==> src/hdl/cpr_pkg.sv <==
// Shared types and constants for the circle point rasterizer.
// Holds field widths, control word layout and the microcode program.
// No dependencies.
`default_nettype none

package cpr_pkg;

	localparam int CX_W  = 11;  // center coordinate width
	localparam int RAD_W = 6;   // radius field width
	localparam int PT_W  = 12;  // output coordinate width
	localparam int DX_W  = 6;   // horizontal offset
	localparam int DY_W  = 7;   // vertical offset, signed
	localparam int D_W   = 10;  // error term, signed
	localparam int E_W   = 12;  // working width for the decision math
	localparam int CNT_W = 6;   // run counter
	localparam logic [CNT_W-1:0] RUN_LAST = CNT_W'(63);

	// Program addresses
	typedef enum logic [0:0] {
		STEP_IDLE = 1'b0,
		STEP_WALK = 1'b1
	} step_t;

	// Jump conditions; when not met the sequencer stays on its step
	typedef enum logic [1:0] {
		COND_HOLD      = 2'd0,
		COND_IN_XFER   = 2'd1,
		COND_LAST_EMIT = 2'd2
	} cond_t;

	typedef struct packed {
		logic  accept;  // open the request channel, load walk on transfer
		logic  emit;    // produce one point group per output slot
		cond_t cond;
		step_t target;
	} ctrl_word_t;

	typedef struct packed {
		logic accept;
		logic emit;
	} ctrl_t;

	typedef struct packed {
		logic in_xfer;
		logic emit_fire;
		logic last;
	} status_t;

	localparam int PROG_LEN = 2;

	localparam ctrl_word_t PROGRAM [PROG_LEN] = '{
		'{accept: 1'b1, emit: 1'b0, cond: COND_IN_XFER,   target: STEP_WALK},
		'{accept: 1'b0, emit: 1'b1, cond: COND_LAST_EMIT, target: STEP_IDLE}
	};

endpackage

`default_nettype wire

==> src/hdl/cpr_channels.sv <==
// Valid/ready channel interfaces: circle requests and point groups.
// Depends on cpr_pkg for field widths.
`default_nettype none

interface cpr_req_if;
	logic                              valid;
	logic                              ready;
	logic signed [cpr_pkg::CX_W-1:0]   center_x;
	logic signed [cpr_pkg::CX_W-1:0]   center_y;
	logic        [cpr_pkg::RAD_W-1:0]  radius;

	modport source (output valid, output center_x, output center_y, output radius,
		input ready);
	modport sink (input valid, input center_x, input center_y, input radius,
		output ready);
endinterface

interface cpr_pt_if;
	logic                            valid;
	logic                            ready;
	logic signed [cpr_pkg::PT_W-1:0] right_x;
	logic signed [cpr_pkg::PT_W-1:0] left_x;
	logic signed [cpr_pkg::PT_W-1:0] top_y;
	logic signed [cpr_pkg::PT_W-1:0] bottom_y;
	logic                            last_step;

	modport source (output valid, output right_x, output left_x, output top_y,
		output bottom_y, output last_step, input ready);
	modport sink (input valid, input right_x, input left_x, input top_y,
		input bottom_y, input last_step, output ready);
endinterface

`default_nettype wire

==> src/hdl/circle_point_rasterizer.sv <==
// Top level of the midpoint circle outline rasterizer.
// Depends on cpr_pkg, cpr_channels.sv, cpr_sequencer and cpr_datapath.
//
//   channel | dir | payload                                        | per request
//   req     | in  | center_x, center_y, radius                     | one transfer
//   pt      | out | right_x, left_x, top_y, bottom_y, last_step    | one per step
//
// One point group per cycle while the walk runs and pt is not stalled; a request
// is loaded in the idle step and then gives one group per walk step (47 groups
// at radius 32), from the single-step walk loop of the microcode. The next
// request is taken while the final group still sits in the output register.
// Reset clears the step counter and the output valid flag.
// A stalled pt channel holds the walk on its step; nothing is dropped.
`default_nettype none

module circle_point_rasterizer #(
	parameter int MAX_RADIUS = 32
) (
	input  wire logic clk,
	input  wire logic arst_n,
	cpr_req_if.sink   req,
	cpr_pt_if.source  pt
);

	cpr_pkg::ctrl_t   ctrl;
	cpr_pkg::status_t status;

	cpr_sequencer u_seq (
		.clk    (clk),
		.arst_n (arst_n),
		.status (status),
		.ctrl   (ctrl)
	);

	cpr_datapath #(
		.MAX_RADIUS (MAX_RADIUS)
	) u_dp (
		.clk    (clk),
		.arst_n (arst_n),
		.ctrl   (ctrl),
		.status (status),
		.req    (req),
		.pt     (pt)
	);

endmodule

`default_nettype wire

==> src/hdl/cpr_sequencer.sv <==
// Microcode sequencer: step counter over the program table in cpr_pkg.
// Depends on cpr_pkg; takes datapath status, drives datapath control.
`default_nettype none

module cpr_sequencer (
	input  wire logic             clk,
	input  wire logic             arst_n,
	input  wire cpr_pkg::status_t status,
	output cpr_pkg::ctrl_t        ctrl
);

	cpr_pkg::step_t      pc_q;
	cpr_pkg::step_t      pc_d;
	cpr_pkg::ctrl_word_t cw;
	logic                jump;

	assign cw = cpr_pkg::PROGRAM[pc_q];

	always_comb begin
		case (cw.cond)
			cpr_pkg::COND_IN_XFER:   jump = status.in_xfer;
			cpr_pkg::COND_LAST_EMIT: jump = status.emit_fire & status.last;
			default:                 jump = 1'b0;
		endcase
		pc_d = jump ? cw.target : pc_q;
	end

	always_ff @(posedge clk or negedge arst_n) begin
		if (!arst_n) begin
			pc_q <= cpr_pkg::STEP_IDLE;
		end else begin
			pc_q <= pc_d;
		end
	end

	assign ctrl.accept = cw.accept;
	assign ctrl.emit   = cw.emit;

endmodule

`default_nettype wire

==> src/hdl/cpr_datapath.sv <==
// Walk datapath: offsets, error term, run counter and the output register.
// Depends on cpr_pkg and the channel interfaces in cpr_channels.sv.
`default_nettype none

module cpr_datapath #(
	parameter int MAX_RADIUS = 32
) (
	input  wire logic           clk,
	input  wire logic           arst_n,
	input  wire cpr_pkg::ctrl_t ctrl,
	output cpr_pkg::status_t    status,
	cpr_req_if.sink             req,
	cpr_pt_if.source            pt
);

	localparam int E_W = cpr_pkg::E_W;

	logic signed [cpr_pkg::CX_W-1:0]  cx_q, cy_q;
	logic        [cpr_pkg::DX_W-1:0]  dx_q;
	logic signed [cpr_pkg::DY_W-1:0]  dy_q;
	logic signed [cpr_pkg::D_W-1:0]   d_q;
	logic        [cpr_pkg::CNT_W-1:0] cnt_q;
	logic                             out_valid_q;

	logic                             in_xfer, emit_fire, last;
	logic        [cpr_pkg::RAD_W-1:0] r_sat;
	logic signed [E_W-1:0]            dxw, dyw, dw, e1, e2, d_next, dy_next;
	logic                             move_h, move_v;

	assign in_xfer   = req.valid & ctrl.accept;
	assign emit_fire = ctrl.emit & (~out_valid_q | pt.ready);
	assign req.ready = ctrl.accept;

	assign r_sat = (req.radius > cpr_pkg::RAD_W'(MAX_RADIUS)) ?
		cpr_pkg::RAD_W'(MAX_RADIUS) : req.radius;

	assign dxw = $signed({{(E_W-cpr_pkg::DX_W){1'b0}}, dx_q});
	assign dyw = E_W'(dy_q);
	assign dw  = E_W'(d_q);

	// horizontal, vertical or diagonal move by the sign tests
	always_comb begin
		e1 = E_W'(2 * (dw + dyw) - 1);
		e2 = E_W'(2 * (dw - dxw) - 1);
		move_h = (dw < 0) && (e1 <= 0);
		move_v = !move_h && (dw > 0) && (e2 > 0);
		if (move_h) begin
			d_next  = E_W'(dw + 2 * dxw + 3);
			dy_next = dyw;
		end else if (move_v) begin
			d_next  = E_W'(dw + 3 - 2 * dyw);
			dy_next = E_W'(dyw - 1);
		end else begin
			d_next  = E_W'(dw + 2 * dxw - 2 * dyw + 2);
			dy_next = E_W'(dyw - 1);
		end
	end

	assign last = (dy_next < 0) || (cnt_q == cpr_pkg::RUN_LAST);

	always_ff @(posedge clk) begin
		if (in_xfer) begin
			cx_q  <= req.center_x;
			cy_q  <= req.center_y;
			dx_q  <= '0;
			dy_q  <= $signed({1'b0, r_sat});
			d_q   <= cpr_pkg::D_W'(1 - 2 * $signed({1'b0, r_sat}));
			cnt_q <= '0;
		end else if (emit_fire) begin
			if (!move_v) begin
				dx_q <= dx_q + 1'b1;
			end
			dy_q  <= cpr_pkg::DY_W'(dy_next);
			d_q   <= cpr_pkg::D_W'(d_next);
			cnt_q <= cnt_q + 1'b1;
		end
	end

	// output register, loaded with the group of the current walk position
	always_ff @(posedge clk) begin
		if (emit_fire) begin
			pt.right_x   <= cpr_pkg::PT_W'(cx_q) + cpr_pkg::PT_W'(dxw);
			pt.left_x    <= cpr_pkg::PT_W'(cx_q) - cpr_pkg::PT_W'(dxw);
			pt.top_y     <= cpr_pkg::PT_W'(cy_q) + cpr_pkg::PT_W'(dyw);
			pt.bottom_y  <= cpr_pkg::PT_W'(cy_q) - cpr_pkg::PT_W'(dyw);
			pt.last_step <= last;
		end
	end

	always_ff @(posedge clk or negedge arst_n) begin
		if (!arst_n) begin
			out_valid_q <= 1'b0;
		end else if (emit_fire) begin
			out_valid_q <= 1'b1;
		end else if (pt.ready) begin
			out_valid_q <= 1'b0;
		end
	end

	assign pt.valid = out_valid_q;

	assign status.in_xfer   = in_xfer;
	assign status.emit_fire = emit_fire;
	assign status.last      = last;

endmodule

`default_nettype wire
==> src/flat_wrapper.sv <==
// flat-port wrapper written by rule: the top's interface ports become plain ports
module circle_point_rasterizer_flat 
#(
	parameter int MAX_RADIUS = 32
)
  (clk, arst_n, req_valid, req_center_x, req_center_y, req_radius, req_ready, pt_valid, pt_right_x, pt_left_x, pt_top_y, pt_bottom_y, pt_last_step, pt_ready);
  cpr_req_if req_i ();
  cpr_pt_if pt_i ();
  input  wire logic clk;
  input  wire logic arst_n;
  input wire logic [$bits(req_i.valid)-1:0] req_valid;
  input wire logic [$bits(req_i.center_x)-1:0] req_center_x;
  input wire logic [$bits(req_i.center_y)-1:0] req_center_y;
  input wire logic [$bits(req_i.radius)-1:0] req_radius;
  output wire logic [$bits(req_i.ready)-1:0] req_ready;
  output wire logic [$bits(pt_i.valid)-1:0] pt_valid;
  output wire logic [$bits(pt_i.right_x)-1:0] pt_right_x;
  output wire logic [$bits(pt_i.left_x)-1:0] pt_left_x;
  output wire logic [$bits(pt_i.top_y)-1:0] pt_top_y;
  output wire logic [$bits(pt_i.bottom_y)-1:0] pt_bottom_y;
  output wire logic [$bits(pt_i.last_step)-1:0] pt_last_step;
  input wire logic [$bits(pt_i.ready)-1:0] pt_ready;
  assign req_i.valid = req_valid;
  assign req_i.center_x = req_center_x;
  assign req_i.center_y = req_center_y;
  assign req_i.radius = req_radius;
  assign req_ready = req_i.ready;
  assign pt_valid = pt_i.valid;
  assign pt_right_x = pt_i.right_x;
  assign pt_left_x = pt_i.left_x;
  assign pt_top_y = pt_i.top_y;
  assign pt_bottom_y = pt_i.bottom_y;
  assign pt_last_step = pt_i.last_step;
  assign pt_i.ready = pt_ready;
  circle_point_rasterizer #(.MAX_RADIUS(MAX_RADIUS)) u_core (.clk(clk), .arst_n(arst_n), .req(req_i), .pt(pt_i));
endmodule
==> config.mk <==
export PLATFORM = sky130hd
export DESIGN_NAME = circle_point_rasterizer_flat
export DESIGN_NICKNAME = d
export VERILOG_FILES = /design/src/hdl/cpr_pkg.sv /design/src/hdl/cpr_channels.sv /design/src/hdl/circle_point_rasterizer.sv /design/src/hdl/cpr_sequencer.sv /design/src/hdl/cpr_datapath.sv /design/src/flat_wrapper.sv
export SDC_FILE = /design/constraint.sdc
export NUM_CORES = 1
export LEC_CHECK = 0
export BUFFER_PORTS_ARGS = -buffer_cell sky130_fd_sc_hd__buf_2
export CAP_MARGIN = 20
export CORE_UTILIZATION = 50
export CTS_CLUSTER_DIAMETER = 80
export DETAILED_ROUTE_END_ITERATION = 10
export PLACE_DENSITY = 0.68
export SETUP_SLACK_MARGIN = 0.3
export SLEW_MARGIN = 20
export SYNTH_ARGS = -nofsm -noshare
export SYNTH_HDL_FRONTEND = slang
export SYNTH_SLANG_ARGS = --single-unit
export TNS_END_PERCENT = 30
==> constraint.sdc <==
create_clock -name clk -period 8.6 [get_ports clk]
set_clock_uncertainty 0.2 [all_clocks]
set_input_delay 0.43 -clock clk [delete_from_list [all_inputs] [get_ports clk]]
set_output_delay 0.43 -clock clk [all_outputs]
set_load 0.05 [all_outputs]
==> results of run 1 <==
==> kinds of logic (layout without fill, tap and decap cells) <==
family                     Yosys count  after routing  synth area share
AOI/OAI and AO/OA                  161            161            0.1447
xor gates and xnor gates            72             72           0.08785
adders and majority gates          101            101            0.1815
buffers and inverters               81            166           0.04487
DFF                                100            100            0.3903
muxes                               10             10           0.01552
and+or+nand+nor                    212            212            0.1353
==> state kept, by name, indices dropped and copies added, names as in the netlist <==
register and cells:
u_core.u_dp.pt.right_x 12, u_core.u_dp.pt.top_y 12, u_core.u_dp.cx_q 11, u_core.u_dp.cy_q 11, u_core.u_dp.pt.bottom_y 11, u_core.u_dp.pt.left_x 11, u_core.u_dp.d_q 10, u_core.u_dp.dy_q 7
u_core.u_dp.cnt_q 6, u_core.u_dp.dx_q 6, u_core.u_dp.pt.last_step 1, u_core.u_dp.pt.valid 1, u_core.u_seq.pc_q 1
==> worst max-delay path: cells and delay by family, from the launching register on <==
family / cells / cell delay [ps]
compound gates: 5 / 1370
xor+xnor: 1 / 150
fa+ha+maj: 3 / 980
flops: 1 / 530
mux: 2 / 260
simple gates: 4 / 540
==> layout make-up <==
| type | count | share of cell area |
|---|---|---|
| Multi-Input combinational cell | 556 | 0.5047 |
| Sequential cell | 100 | 0.3488 |
| Timing Repair Buffer | 85 | 0.05305 |
| Inverter | 65 | 0.02973 |
| Clock buffer | 9 | 0.02744 |
| Tap cell | 180 | 0.02744 |
| Clock inverter | 7 | 0.008841 |
==> routing by layer <==
layer | GRT usage | vias up | wire length, um
li1 | - | 2810 | -
met1 | 0.2830 | 2663 | 7186
met3 | 0.03782 | 33 | 783
met2 | 0.4010 | 165 | 8103
met5 | 0 | - | 0
met4 | 0.1054 | 0 | 513
==> synth_stat cells (8+ instances only) <==
master / n / area (um2)
sky130_fd_sc_hd__and3_1: 11 / 68.82
sky130_fd_sc_hd__dfxtp_1: 13 / 260.3
sky130_fd_sc_hd__mux2i_1: 8 / 80.08
sky130_fd_sc_hd__a21o_1: 9 / 67.56
sky130_fd_sc_hd__inv_1: 61 / 229.0
sky130_fd_sc_hd__a21oi_1: 47 / 235.2
sky130_fd_sc_hd__nor2b_1: 9 / 56.30
sky130_fd_sc_hd__nand2_1: 52 / 195.2
sky130_fd_sc_hd__nand2b_1: 8 / 50.05
sky130_fd_sc_hd__edfxtp_1: 85 / 2552
sky130_fd_sc_hd__nor3_1: 25 / 125.1
sky130_fd_sc_hd__nor2_1: 66 / 247.7
sky130_fd_sc_hd__xor2_1: 27 / 236.5
sky130_fd_sc_hd__nand3_1: 13 / 65.06
sky130_fd_sc_hd__a211oi_1: 8 / 60.06
sky130_fd_sc_hd__xnor2_1: 44 / 385.4
sky130_fd_sc_hd__ha_1: 92 / 1151
sky130_fd_sc_hd__fa_1: 9 / 180.2
sky130_fd_sc_hd__o21ai_0: 36 / 180.2
sky130_fd_sc_hd__o21bai_1: 10 / 75.07
==> metrics by stage <==
step | utilization | hold WS [ps]
after floorplan | - | -65.59
after global placement | 0.5604 | 15.24
after detailed placement | 0.5604 | 17.15
after CTS | 0.5823 | 35.43
after global routing | 0.5823 | 34.36
final | 0.5823 | 42.87
==> worst max-delay path by stage <==
stage                    endpoint  slack (ps)  depth (start not counted)
2_1_floorplan  u_core.u_dp.d_q[8]        4880                         17
3_3_place_gp   u_core.u_dp.d_q[8]        4500                         17
3_5_place_dp   u_core.u_dp.d_q[8]        4370                         16
4_1_cts        u_core.u_dp.d_q[9]        4310                         14
5_1_grt        u_core.u_dp.d_q[9]        3970                         14
6_report       u_core.u_dp.d_q[9]        4290                         15
==> repair_timing <==
item                       CTS  global route
hold buffers                 1             0
buffers inserted             0             0
setup endpoints to repair    0             0
hold endpoints to repair     2             0
==> cells in the final DEF, fill, tap and decap left out, types with 10 or more instances in the layout <==
cell and count:
sky130_fd_sc_hd__o21bai_1 10, sky130_fd_sc_hd__nand2_1 52, sky130_fd_sc_hd__ha_1 92, sky130_fd_sc_hd__nor3_1 25, sky130_fd_sc_hd__edfxtp_1 85, sky130_fd_sc_hd__and3_1 11, sky130_fd_sc_hd__o21ai_0 36, sky130_fd_sc_hd__nand3_1 13
sky130_fd_sc_hd__buf_2 82, sky130_fd_sc_hd__inv_1 61, sky130_fd_sc_hd__nor2_1 66, sky130_fd_sc_hd__dfxtp_1 13, sky130_fd_sc_hd__xnor2_1 44, sky130_fd_sc_hd__xor2_1 27, sky130_fd_sc_hd__a21oi_1 47
==> results.md, run 1 <==
- The die span in y is 123.1 um.
- The count of cell types in the netlist is 61.
- Input and output buffers added on the ports amount to 82.
- The total nets after synthesis is 870.
- The mean instance size in the synthesized netlist is 9.952 um2.
- The post-detailed-routing wire length is 16.59 mm.
- The clock sink total is 100.
- At the worst endpoint, the required time is 8490 ps.
- The kind of start point of the critical path is a flop.
- The CTS tree is yes.
- In this run the worst path has a maximum fanout of 7.
- The most common flop cell mapped by yosys is sky130_fd_sc_hd__edfxtp_1.
- The final estimated routing congestion in global placement is 0.8878.
- The setup check on the worst reg-to-reg path leaves a slack of 4290 ps.
- The detailed-placement wirelength estimate is 12.89 mm.
- The signal on the critical path passes through ha_1 > a211oi_1 > nor2_1 > o31ai_1 > a21boi_0 > ha_1 > ha_1 > nand2_1 > o21ai_0 > nor4_1 > nor3_1 > xnor2_1 > mux2i_1 > mux2i_1 > a21oi_1.
- In this run, synthesis inferred 85 flip-flops with an integrated enable.
- The register area is 0.002863 mm2.
- The clock tree synthesis step divided the H-tree into 3 levels.
- The largest single stage delay on the critical path is 530 ps.
- The share of the Yosys chip area taken by registers is 0.3903.
- The floorplan row count is 43.
- The shortest period the worst path allows is 4312 ps.
- The summed area of non-filler cells in the final layout is 0.008208 mm2.
- Excluding fillers, the count of instances in the completed layout stands at 1,002.
- Setup violations remaining at the end of the flow were counted as 0.
- Synthesis produced a netlist whose cell count is 737.
- The area overhead of the layout relative to synthesis is 11.91%.
- Timing analysis after detailed placement gives a worst setup slack of 4367 ps.
- The count of endpoints failing hold in the final timing report came to 0.
- The worst hold path begins at req_center_y[2].
- The combined area of the multi-input logic cells is 0.004143 mm2.
- The worst setup path is of the flop to flop kind.
- The via density per instance is 5.660.
- The critical-path cell with the highest stage delay is sky130_fd_sc_hd__dfxtp_1.
- Setup repair after global routing left no endpoint under its margin.
- In this run the critical register-to-register path is captured at u_core.u_dp.d_q[9].
- For this run, design rule violations remaining after detail routing come to 0.
- The quantity of gates resized following cts is 0.
- Timing would allow up to 231.9 MHz.
- In the post-route analysis, the smallest setup slack over all paths is 4288 ps.
- The placed cell count is 985.
- The cell depth of the worst min-delay path is 1.
- The path with the worst hold slack has its endpoint at u_core.u_dp.cy_q[2].
- The number of storage elements in the synthesis netlist is 100.
- The data arrival time of the critical path is 4200 ps.
- The remaining max-slew budget at the tightest pin is 0.2694.
- The worst setup path is captured at a flop.
- The most numerous cell type found on the critical path is sky130_fd_sc_hd__ha_1.
- The final antenna diode count is 0.
- The first global-routing pass estimated 26.50 mm of wire.
- The initial core utilization is 0.5203.
- In this run the horizontal extent of the chip is 123.1 um.
- The clock passes through at most 2 buffers.
- The average wire per standard cell is 16.55 um.
- The number of max-slew violations in the final report is 0.
- After routing, the total negative slack on setup checks comes to 0 ps.
- Counting the buffers created by CTS gives 9.
- For this block, the initial DRC count from the detailed router was 323.
- Clock tree synthesis selected as its root buffer the cell sky130_fd_sc_hd__clkbuf_16.
- The floorplan step defined a die boundary enclosing 0.01516 mm2.
- Counting cells, the worst reg-to-reg path comes to 15.
- The remaining antenna violation count is 0.
- The tightest min-delay check is of the input pin to flop type.
- The critical path startpoint is u_core.u_dp.dx_q[1].
- Entering global routing, the biggest net connects 54 pins.
- The Yosys warning count is 0.
- Global routing finished with a remaining overflow of 0.
- Across every metal layer, demand over resource in global routing totals 0.2317.
- At the later pin of the worst-skew pair, clock insertion delay measures 360 ps.
- The number of maximum-capacitance constraint violations is 0.
- The launch instance of the worst register-to-register path is u_core.u_dp.dx_q[1].
- The slew at the pin with the worst max-slew slack is 1092 ps.
- The total I/O pin count is 83.
- The number of global-route vias before repair is 5,436.
- The ratio of final minimum period to clock period is 0.5013.
- The number of antenna violations at the first check in global routing is 0.
- In the final layout, the share of cells above drive strength 1 is 0.1326.
- The proportion of register bits with asynchronous set or reset after synthesis is 0.02000.
- The flow ran to the end, and the final reports show no timing, DRC or antenna violations.
- The post-placement cell area is 0.007900 mm2.
- The clock-pin slew reported for the worst setup and hold paths after clock tree synthesis is 70 ps.
- The mapped cell area is 0.007335 mm2.
- The routed layout has 5,671 vias.
- The length of the first detailed-routing pass in iterations is 5.
- At the end of the flow, the number of nets in the layout was 950.
- Counting the fill cells in the layout gives 1,209.
- The floorplan step defined a core boundary enclosing 0.01410 mm2.
Power of run 1 is left out: the tool's default activity adds up to more than one toggle a clock period on the data nets, which glitch-free logic cannot reach.
==> inputs of run 2 (changes only) <==
- PLACE_DENSITY: 0.68 -> 0.71
- clock period: 8.6 -> 3.5 ns (I/O delays scaled with it)
==> run 2 against run 1 <==
  * The run now ends with setup timing left
  * Flip-flop and latch count unchanged
  * Via count increased by 11%
  * Die area unchanged
==> results.md, run 2 (synthesis results as in run 1) <==
- The area of the die is 0.01516 mm2.
- Setup repair after global routing could not meet its margin everywhere.
- In this run the core area contains 43 standard-cell rows.
- The number of antenna violations at the first check in global routing is 0.
- The launch instance of the worst register-to-register path is u_core.u_dp.d_q[4].
- The worst setup path is captured at a flop.
- Across the run, the number of max-cap violations was 0.
- For this configuration, the core starts out at a cell density of 0.5203.
- The number of remaining DRC errors is 0.
- The detail route stage leaves a number of antenna-violating nets equal to 0.
- Setup violations remaining at the end of the flow were counted as 8.
- The library cell used most frequently in the layout, excluding fill and tap cells, is sky130_fd_sc_hd__edfxtp_1.
- The die span in y is 123.1 um.
- Along the worst path, the maximum fanout reaches 4.
- In this run the worst hold path is classified as input pin to flop.
- The final reports fail on setup timing.
- The via count is 6,304.
- The detailed-placement wirelength estimate is 13.50 mm.
- The number of max-slew violations in the final report was 0.
- The filler cell count is 1,040.
- The post-detailed-routing wire length is 19.41 mm.
- The summed area of non-filler cells in the final layout is 0.009598 mm2.
- The startpoint of the worst hold path is req_radius[4].
- The number of nets at the end of the flow is 1,046.
- The remaining max-slew budget at the tightest pin is 0.5913.
- The initial detailed-routing violation count is 505.
- For this run the aggregate overflow at the end of global routing stands at 0.
- At the pin with the least slew margin, the transition time is 613.0 ps.
- The clock latency reported for the late side of the worst-skew pair is 370 ps.
- The total I/O pin count is 83.
- The first global-routing pass estimated 29.90 mm of wire.
- Entering global routing, the biggest net connects 54 pins.
- The largest buffer count on any clock path is 2.
- The via density per instance is 5.741.
- The shortest period the worst path allows is 3575 ps.
- The required time reported for the critical path endpoint is 3420 ps.
- The kind of start point of the critical path is a flop.
- Routability-driven placement finished with a final weighted congestion of 0.9410.
- In the final layout, the registers with the most flip-flops are u_core.u_dp.pt.right_x (12), u_core.u_dp.pt.top_y (12).
- The root buffer cell chosen for the clock tree is sky130_fd_sc_hd__clkbuf_16.
- After detailed routing, the average wire length per cell comes to 17.67 um.
- TritonCTS built the clock tree.
- The ratio of final minimum period to clock period is 1.022.
- Leaving out fill and tap cells, the most frequent cells in the layout are sky130_fd_sc_hd__edfxtp_1 (85), sky130_fd_sc_hd__buf_2 (82), sky130_fd_sc_hd__ha_1 (77), sky130_fd_sc_hd__nor2_1 (62), sky130_fd_sc_hd__buf_4 (61).
- The number of H-tree levels is 3.
- The critical path startpoint is u_core.u_dp.d_q[4].
- The area growth from synthesis to layout is 30.86%.
- Port buffering added 82 buffers.
- Of the cells placed in the final design, the portion with a size suffix greater than 1 is 0.2767.
- The flow ran to the end, but the final reports show violations.
- 0 antenna diodes ended up in the layout.
- TritonCTS created 9 clock buffers.
- In the global route stage, overall resource usage came out at 0.2626.
- The die boundary width is 123.1 um.
- The clock sink total is 100.
- After clock tree synthesis, the clock-pin slew on the worst setup and hold paths is 80 ps.
- The region available for standard cell placement spans 0.01410 mm2.
- The critical path in this run is classified as flop to flop.
- The length of the first detailed-routing pass in iterations is 5.
- At the worst endpoint, the arrival time is 3500 ps.
- Once layout is complete, the utilization of the core stands at 0.6809.
- The count of endpoints failing hold in the final timing report is 0.
- The final worst-path setup slack is -75.36 ps.
- Once placement finished, the instance area stood at 0.008315 mm2.
- For this run, the top clock speed supported by timing is 279.7 MHz.
- The number of global-route vias before repair is 6,126.
## run 2: cell count changes in the layout (fill, tap and decap cells not counted), moves of 11 or more
cell,change
sky130_fd_sc_hd__a21oi_1,-11
sky130_fd_sc_hd__buf_4,+59
sky130_fd_sc_hd__dlygate4sd3_1,+26
sky130_fd_sc_hd__ha_1,-15
sky130_fd_sc_hd__ha_4,+12
sky130_fd_sc_hd__o21ai_0,-22
sky130_fd_sc_hd__o21ai_1,+12
## run 2: path summary, 6_finish.rpt
| path | cells past startpoint | slack, ps | end |
|---|---|---|---|
| min in group asynchronous | 3 | 450 | u_core.u_dp.pt.valid |
| worst min-delay path | 3 | 40 | u_core.u_dp.dy_q[4] |
| worst max register to register | 16 | -80 | u_core.u_dp.d_q[9] |
| worst min register to register | 2 | 300 | u_core.u_dp.cnt_q[1] |
| worst max-delay path | 16 | -80 | u_core.u_dp.d_q[9] |
| max in group asynchronous | 3 | 2520 | u_core.u_seq.pc_q |
## run 2: area by class of cell
type,instances,area [um2],area share
multi-input combinational,556,4637,0.4831
sequential,100,2864,0.2984
timing repair buffer,181,1310,0.1365
inverter,65,244.0,0.02542
clock buffer,9,225.2,0.02346
tap,180,225.2,0.02346
clock inverter,7,92.59,0.009647
## run 2: through the flow
stage | std cells | setup slack (ps) | setup TNS (ps) | hold slack [ps]
floorplan | 737 | -67.73 | -69.50 | -320.6
global placement | 1030 | -0.8495 | -0.8495 | -240.8
detailed placement | 1030 | -146.7 | -205.9 | -239.9
CTS | 1094 | 2.232 | 0 | 23.74
global route | 1098 | -234.0 | -2015 | 53.48
finish | 1098 | -75.36 | -315.6 | 44.14
## run 2: critical path, stage by stage, from the launching register on
cell and delay (ps):
sky130_fd_sc_hd__edfxtp_1 500, sky130_fd_sc_hd__ha_4 340, sky130_fd_sc_hd__o21ai_1 80, sky130_fd_sc_hd__nor2_1 190, sky130_fd_sc_hd__buf_4 150, sky130_fd_sc_hd__o21ai_1 70, sky130_fd_sc_hd__a21boi_2 180, sky130_fd_sc_hd__ha_1 250
sky130_fd_sc_hd__ha_1 340, sky130_fd_sc_hd__nand2_1 110, sky130_fd_sc_hd__o21ai_4 220, sky130_fd_sc_hd__nor4_4 50, sky130_fd_sc_hd__nor3_2 190, sky130_fd_sc_hd__xnor2_1 140, sky130_fd_sc_hd__mux2i_1 90, sky130_fd_sc_hd__mux2i_1 140
sky130_fd_sc_hd__a21oi_1 80
## run 2: timing repair
| action | CTS | global route |
|---|---|---|
| hold buffers | 27 | 0 |
| endpoints found under the hold margin | 27 | 0 |
| endpoints found under the setup margin | 34 | 37 |
| gates resized for setup | 65 | 50 |
| buffers inserted | 19 | 4 |
| pin swaps | 23 | 28 |
| cloned | 2 | 0 |
## run 2: per-layer routing
metal / up-vias / global-route usage / part of all wire
met5: - / 0 / 0
li1: 3000 / - / -
met3: 67 / 0.06873 / 0.075
met1: 2970 / 0.3073 / 0.40
met4: 0 / 0.1242 / 0.047
met2: 267 / 0.4484 / 0.48
Power of run 2 is left out for the same reason.
